### src/rtl/core/tlpte_ram.sv
`timescale 1ns / 1ps
// -----------------------------------------------------------------------------
// Generic single-port RAM
// One write or read per cycle, registered read data.
// -----------------------------------------------------------------------------
module tlpte_ram #(
   parameter int WIDTH = 8,
   parameter int DEPTH = 16,
   parameter int AW    = (DEPTH > 1) ? $clog2(DEPTH) : 1
) (
   input  logic             clock,
   input  logic             we,
   input  logic [AW-1:0]    addr,
   input  logic [WIDTH-1:0] wdata,
   output logic [WIDTH-1:0] rdata
);

   logic [WIDTH-1:0] mem [DEPTH];

   always_ff @(posedge clock) begin
      if (we) begin
         mem[addr] <= wdata;
      end
      rdata <= mem[addr];
   end

endmodule

### config.mk
export PLATFORM = sky130hd
export DESIGN_NAME = tlpte_ram
export DESIGN_NICKNAME = d
export VERILOG_FILES = /design/src/rtl/core/tlpte_ram.sv
export SDC_FILE = /design/constraint.sdc
export NUM_CORES = 1
export LEC_CHECK = 0
export BUFFER_PORTS_ARGS = -buffer_cell sky130_fd_sc_hd__buf_2
export CAP_MARGIN = 30
export CORE_UTILIZATION = 40
export CTS_CLUSTER_SIZE = 24
export DETAILED_ROUTE_END_ITERATION = 10
export MAX_ROUTING_LAYER = met4
export PLACE_DENSITY_LB_ADDON = 0.08
export SYNTH_ARGS = -nofsm -noshare
export SYNTH_HDL_FRONTEND = slang
export SYNTH_SLANG_ARGS = --single-unit
### constraint.sdc
create_clock -name clock -period 4.1 [get_ports clock]
set_input_delay 0.615 -clock clock [delete_from_list [all_inputs] [get_ports clock]]
set_output_delay 0.615 -clock clock [all_outputs]
set_load 0.01 [all_outputs]
==> metrics, run 1 <==
Crit Path Category primary input to flop; Fin Setup TNS 0 ns; post-route minimum period between 2 and 2.5 ns; wire per inst about 22 um; Post-DP HPWL 6.317 mm; routed vias ~2.3k; Initial Util 0.4167; growth of design area from synthesis to finish 16.59%; first-pass GRT wire length 15.24 mm; CTS tree yes; CP Capture Type flop; antenna violations before repair 0; Final Max Slew Viols 0; worst hold path class primary input to flop; core area 12160 um2; postcts setup bufs 0; Placed Area 5379 um2; Num CTS Buffers 17; RD Place Congestion 0.7157; drt first pass iters 4; Cells after Synth 230; PortBufs 21; R2R setup slack 2.74 ns; clk_skew 0.008742 ns; syn_nets 244; Slew HR 0.3797; RSZ-0062 raised after global routing false; vias per std cell 5.110; Crit path required time 4.39 ns; Clock Sinks 136; commonest non-fill, non-tap cell in the layout edfxtp_1; most frequent cells in the layout edfxtp_1 (128), mux4_2 (32), buf_2 (21); clk slew on worst S/H paths 0.05 ns; reg2reg path depth 3; sequential fraction of the synthesis area 0.7901; post-route insts no fill 447; FILL cells 1008; share of post-route cells with drive strength above 1 0.3082; Die X around 110 um; Distinct cells, synth 18; YS warnings 0; CTS Buffer Depth 2; Pwr Density 516.6 nW/um2; Finish-stage setup viols 0; die height 114.6 um; final global-route overflow total 0; row count 40; mean post-synth cell area 22.03 um2; number of global-route vias before repair 2500; H-tree depth 4; placed insts 415; Max Freq 0.4352 GHz; Clk Tree Root Cell clkbuf_16; io pins 22; design area 5908 um2; Post-Place Worst Slack about 1.3 ns; DR iter-0 viols approximately 180; overall routing resource usage 0.1750; max-cap viol count 0; CTS resizes 0; crit path max fanout 25; P_leak 1.913 nW; antenna fix cells 0; Skew-Pair Late Insertion Delay 0.41 ns; Reg2Reg Launch Point mem[3][0]; reg2reg end rdata[0]; Min-Delay Endpoint mem[6][5]; Hold Vio Cnt, Final 0; Routed Antenna Nets 0; smallest setup slack after layout 1.802 ns; Worst-Margin Slew 0.9270 ns; flip-flop and latch count after synthesis 136; period utilisation layout 0.5604; largest net degree at the start of global routing 33; Worst Hold Depth 1; Post-CTS Hold Fix Bufs 0; full die area roughly 13000 um2; status complete, no violations; Worst Hold Launch wdata[5]; residual DRC count 0; Nets 280; Total Routed Length just under 10 mm; Setup crit start kind primary input; Arr. time, crit path 2.58 ns; cell area after synthesis 5067 um2; worst vdd ir about 0.42 mV
[layer usage]
layer,vias up,GRT usage,share of wire
li1,1033,-,-
met1,1192,0.2181,0.46
met2,49,0.2683,0.49
met3,10,0.05717,0.042
met4,0,0.06494,0.0079
met5,-,-,0
[cells in the mapped netlist]
cell type | count | share of area
nor2b_1 | 2 | 0.0025
nor3_1 | 4 | 0.0040
nand3_1 | 1 | 0.00099
buf_6 | 2 | 0.0044
nand2_1 | 9 | 0.0067
buf_2 | 2 | 0.0020
clkbuf_1 | 2 | 0.0015
nand3b_1 | 2 | 0.0030
mux4_2 | 32 | 0.14
buf_1 | 4 | 0.0030
nor2_1 | 13 | 0.0096
and2_1 | 1 | 0.0012
or3b_2 | 1 | 0.0017
a22oi_1 | 16 | 0.024
clkbuf_2 | 1 | 0.00099
edfxtp_1 | 128 | 0.76
nand2b_1 | 2 | 0.0025
dfxtp_1 | 8 | 0.032
[flip-flops by register name, indices dropped and copies added (netlist names)]
signal / flops
mem: 128
rdata: 8
[through the flow]
step	hold WS (ns)	util	power, mW
finish	0.6014	0.4858	3.052
global route	0.5895	0.4858	3.153
CTS	0.5803	0.4858	3.086
detailed placement	0.6671	0.4423	1.738
global placement	0.6672	0.4414	1.737
floorplan	0.6349	-	1.675
[worst max path at each step]
stage,from,cells past startpoint,endpoint,slack [ns]
after global routing,addr[0],5,rdata[0],1.59
after CTS,addr[0],5,rdata[0],1.73
final,addr[0],5,rdata[0],1.80
after floorplan,addr[2],2,mem[0][0],1.99
after detailed placement,addr[0],5,rdata[0],1.29
after global placement,addr[0],5,rdata[0],1.26
[power breakdown]
group / internal [mW] / switching, mW
sequential: 1.56 / 0.00813
clock: 0.834 / 0.513
combinational: 0.0572 / 0.0846
[logic make-up after synthesis]
family / synth area share
simple gates: 0.03210
compound gates: 0.02370
mux: 0.1422
flops: 0.7901
buf+inv: 0.01185
[area by class of cell]
class / instances / area (um2) / area share
Sequential cell: 136 / 4004 / 0.6777
Clock inverter: 4 / 22.52 / 0.003812
Clock buffer: 28 / 506.7 / 0.08577
Multi-Input combinational cell: 83 / 1003 / 0.1698
Tap cell: 168 / 210.2 / 0.03558
Timing Repair Buffer: 28 / 161.4 / 0.02732
[critical path, stage by stage]
cell and delay (ns):
buf_2 0.64, buf_4 0.41, mux4_2 0.55, a22oi_1 0.26, nand2_1 0.10
Power figures use the tool's default switching activity.
==> run 2, diff against run 1 <==
--- a/config.mk
+++ b/config.mk
@@ -5,6 +5,7 @@
 export SDC_FILE = /design/constraint.sdc
 export NUM_CORES = 1
 export LEC_CHECK = 0
+export ABC_AREA = 1
 export BUFFER_PORTS_ARGS = -buffer_cell sky130_fd_sc_hd__buf_2
 export CAP_MARGIN = 30
 export CORE_UTILIZATION = 40
==> constraint.sdc (replaced) <==
create_clock -name clock -period 2.1 [get_ports clock]
set_input_delay 0.315 -clock clock [delete_from_list [all_inputs] [get_ports clock]]
set_output_delay 0.315 -clock clock [all_outputs]
set_load 0.01 [all_outputs]
==> run 2 against run 1 <==
Compared with the run above: worst setup slack worse by 1.0 ns; critical path type unchanged; largest power group unchanged; total power up 100%; via count grew 59%; count of clock-buffer cells in the layout decreased by 7.
==> metrics, run 2 <==
routed vias 3628; growth of design area from synthesis to finish 17.11%; Slew HR 0.7040; Fin Setup TNS 0 ns; antenna violations before repair 0; Power, Total 6.163 mW; residual DRC count 0; commonest non-fill, non-tap cell in the layout nand2_1; Total Routed Length between 10 and 15 mm; overall routing resource usage 0.2001; max reg flops 128; CTS Buffer Depth 2; Crit Path Category primary input to flop; PortBufs 21; design area 6550 um2; clk slew on worst S/H paths 0.06 ns; die height between 100 and 150 um; top cell type by total area after synthesis edfxtp_1; wire per inst 16.20 um; Post-Place Worst Slack around 0.36 ns; number of global-route vias before repair 3638; Synth top cells by count nand2_1 (346), edfxtp_1 (128), inv_1 (21), nor2_1 (18), buf_2 (12); final global-route overflow total 0; asr flop ratio synth 0; Cells after Synth around 550; Worst Hold Launch wdata[5]; postcts setup bufs 0; P_leak 2.825 nW; crit path max fanout 25; Net Switching between 1 and 1.5 mW; reg2reg path depth 8; Max Freq 0.7730 GHz; Placed Area 5997 um2; clk_skew 0.008542 ns; smallest setup slack after layout about 0.8 ns; DR iter-0 viols 256; Post-CTS Hold Fix Bufs 0; top-count cell post-synth nand2_1; most frequent cells in the layout nand2_1 (346), edfxtp_1 (128), buf_4 (26); EDFF count, synth 128; Post-DP HPWL 8.128 mm; largest net degree at the start of global routing 35; RSZ-0062 raised after global routing false; Die X around 120 um; Nets slightly above 600; Setup crit start kind primary input; worst vdd ir 0.5111 mV; Clk pwr share 0.444; period utilisation layout 0.6160; Distinct cells, synth 11; Pwr Density 940.8 nW/um2; Routed Antenna Nets 0; H-tree depth 4; Clock Sinks about 140; core area 13450 um2; share of the synthesized area in the top cell type 0.6872; CTS resizes 0; syn_nets 562; Worst-Margin Slew around 0.44 ns; vias per std cell 4.639; Final Max Slew Viols 0; first-pass GRT wire length 20.04 mm; Reg2Reg Launch Point mem[5][5]; Num CTS Buffers 17; io pins 22; RD Place Congestion between 0.8 and 0.9; Finish-stage setup viols 0; Cell Int Power ~4.8 mW; Area contributors post-synth edfxtp_1 (69%), nand2_1 (23%), dfxtp_1 (2.9%); Hold Vio Cnt, Final 0; mean post-synth cell area ~10 um2; FILL cells approximately 1.3k; Sw Ratio 0.2215; Worst Hold Depth 1; CTS tree yes; YS warnings 0; drt first pass iters 4; row count between 40 and 50; share of post-route cells with drive strength above 1 0.1271; Util after Layout 0.4869; Initial Util 0.4157; biggest regs mem (128), rdata (8); post-route minimum period 1.294 ns; CP Launch Point addr[0]; combinational power share 0.061; Reg area about 4000 um2; Crit path required time 2.22 ns; sequential fraction of the synthesis area 0.7159; full die area ~14000 um2; status complete, no violations; flip-flop and latch count after synthesis 136; Main synth FF type edfxtp_1; Arr. time, crit path 1.41 ns; Skew-Pair Late Insertion Delay roughly 0.42 ns; Multi-input gate area 1386 um2; R2R setup slack 1.06 ns; max-cap viol count 0; cell area after synthesis 5593 um2; worst hold path class primary input to flop; Clk Tree Root Cell clkbuf_16; Largest Register mem; CP Capture Type flop; Flop pwr share 0.495; antenna fix cells 0
[run 2: metrics by stage]
step / cells / hold WS (ns)
after floorplan: 548 / 0.4139
after global placement: 750 / 0.7096
after detailed placement: 750 / 0.7023
after CTS: 782 / 0.3374
after global routing: 782 / 0.3452
final: 782 / 0.3442
[run 2: critical path, cell delays in order]
cell and delay [ns]:
buf_2 0.15, buf_4 0.31, nand3_1 0.27, nor2_1 0.17, buf_4 0.19
[run 2: final timing paths]
path | end
min reg2reg | rdata[3]
max | mem[1][2]
max reg2reg | rdata[5]
min | mem[5][5]
[run 2: cell families (layout without fill, tap and decap cells)]
logic type,count (synthesis),after routing,synth area share
simple gates,368,368,0.2479
flops,136,136,0.7159
buf+inv,44,102,0.03624
[run 2: layer usage]
metal	vias up	track usage	part of all wire
li1	1841	-	-
met1	1710	0.2672	0.48
met2	59	0.3071	0.47
met3	18	0.03632	0.039
met4	0	0.07407	0.015
met5	-	-	0
[run 2: final cells by class]
type	count	share of cell area
clock inverters	11	0.01566
inverters	23	0.01318
flip-flops and latches	136	0.6113
multi-input cells	368	0.2117
clock buffers	21	0.06877
repair buffers	47	0.04585
well taps	176	0.03362
[run 2: power groups by stage]
stage | sequential [mW] | clock, mW | combinational, mW
floorplan | 3.12 | 0 | 0.209
global placement | 3.11 | 0 | 0.382
detailed placement | 3.11 | 0 | 0.384
CTS | 3.05 | 2.78 | 0.386
global route | 3.06 | 2.89 | 0.430
finish | 3.05 | 2.73 | 0.378
==> run 3, diff against run 2 <==
==> constraint.sdc (replaced) <==
create_clock -name clock -period 1.35 [get_ports clock]
set_input_delay 0.2025 -clock clock [delete_from_list [all_inputs] [get_ports clock]]
set_output_delay 0.2025 -clock clock [all_outputs]
set_load 0.01 [all_outputs]
==> run 3 against run 2 <==
Compared with the run above: non-clock buffer count shrank 9; sequential cell count unchanged; die area unchanged; total power up 62%; clock power rose by 68%; sequential power increased by 56%; wire length about the same; critical path depth decreased by 4; critical path type is now flop to output port; largest cell class unchanged; largest power group unchanged; highest routed layer unchanged.
==> metrics, run 3 (synthesized netlist as in run 2, its figures left out) <==
Skew-Pair Late Insertion Delay 0.42 ns; top cell family by delay on the critical path flip-flops; worst hold path class primary input to flop; Power, Total 9.978 mW; CP cell instances buf_2; slowest CP cell dfxtp_1; commonest non-fill, non-tap cell in the layout nand2_1; number of global-route vias before repair 3497; antenna fix cells 0; CTS tree yes; Flop pwr share 0.476; clk_skew 0.005872 ns; Util after Layout 0.5004; Setup crit start kind flop; smallest setup slack after layout ~0.24 ns; Finish-stage setup viols 0; Largest Register mem; FILL cells 1243; Die X 120.2 um; H-tree depth 4; combinational power share 0.065; antenna violations before repair 0; Net Switching 2.119 mW; status complete, no violations; Crit Path Category flop to output port; Fin Setup TNS 0 ns; Clk Tree Root Cell clkbuf_16; Pwr Density 1482 nW/um2; post-route minimum period ~1.1 ns; row count 42; vias per std cell 4.652; routed vias 3596; Max Freq 0.9048 GHz; Initial Util 0.4157; clk slew on worst S/H paths around 0.06 ns; Total Routed Length 12.67 mm; residual DRC count 0; Crit path required time around 1.2 ns; RD Place Congestion 0.8390; overall routing resource usage 0.2007; Clk pwr share 0.459; biggest regs mem (128), rdata (8); Buf/Inv on CP 1; period utilisation layout 0.8187; CTS resizes 0; crit path max fanout 1; final global-route overflow total 0; max-cap viol count 0; CTS Buffer Depth 2; Post-CTS Hold Fix Bufs 0; Routed Antenna Nets 0; Num CTS Buffers 17; drt first pass iters 5; growth of design area from synthesis to finish 20.36%; largest net degree at the start of global routing 41; core area roughly 13000 um2; wire per inst 16.40 um; Nets 598; io pins 22; Post-DP HPWL 8.075 mm; RSZ-0062 raised after global routing false; full die area around 14000 um2; share of post-route cells with drive strength above 1 0.1508; first-pass GRT wire length 19.95 mm; Arr. time, crit path 0.90 ns; CP Capture Type output port; most frequent cells in the layout nand2_1 (346), edfxtp_1 (128), inv_1 (21), buf_2 (21), clkbuf_16 (17); DR iter-0 viols 272; P_leak 2.832 nW; max reg flops 128; Post-Place Worst Slack -0.1042 ns; Cell Int Power 7.860 mW; Slew HR 0.6960; Clock Sinks about 140; postcts setup bufs 0; Final Max Slew Viols 0; die height 120.2 um; Hold Vio Cnt, Final 0; PortBufs 21; CP peak stage delay between 0.3 and 0.4 ns; Worst-Margin Slew 0.4560 ns; worst vdd ir 0.9236 mV; Sw Ratio 0.2123
## run 3: cell types whose count changed in the layout (fill, tap and decap cells not counted), moves of 3 or more
cell	change
buf_12	+5
clkinv_4	-4
clkbuf_8	+4
buf_4	-14
nand3_2	+3
nand3_1	-4
nor2_4	+15
nor2_1	-17
## run 3: cell type report
class | instances | area [um2] | area share
inverter | 23 | 86.33 | 0.01283
clock inverter | 8 | 92.59 | 0.01375
multi-input combinational | 368 | 1531 | 0.2275
clock buffer | 24 | 501.7 | 0.07454
tap | 176 | 220.2 | 0.03271
sequential | 136 | 4004 | 0.5948
timing repair buffer | 38 | 295.3 | 0.04387
## run 3: layer usage
metal	wire length, um	vias up	GRT usage
li1	-	1825	-
met1	6448	1679	0.2927
met2	5498	79	0.2744
met3	595	13	0.05094
met4	131	0	0.06250
met5	0	-	-
## run 3: path summary, 6_finish.rpt
check / startpoint / to / slack (ns) / cells after the start
setup / recovery: rdata[0] / rdata[0] / 0.24 / 1
hold / removal: wdata[6] / mem[1][6] / 0.23 / 1
setup reg to reg: mem[15][2] / rdata[2] / 0.36 / 8
hold reg to reg: mem[8][6] / rdata[6] / 0.71 / 8
## run 3: power by group through the flow
| stage | Clock, mW | Combinational, mW | Sequential, mW |
|---|---|---|---|
| final | 4.58 | 0.646 | 4.75 |
| after global routing | 4.83 | 0.731 | 4.76 |
| after CTS | 4.65 | 0.657 | 4.75 |
| after detailed placement | 0 | 0.655 | 4.84 |
| after global placement | 0 | 0.658 | 4.83 |
| after floorplan | 0 | 0.358 | 4.85 |
## run 3: metrics by stage
stage          instances  cell area (um2)  hold WS [ns]
3_3_place_gp         741             6137        0.5996
4_1_cts              773             6731        0.2198
6_report             773             6731        0.2286
5_1_grt              773             6731        0.2284
2_1_floorplan        548             5739        0.3014
3_5_place_dp         741             6137        0.5962
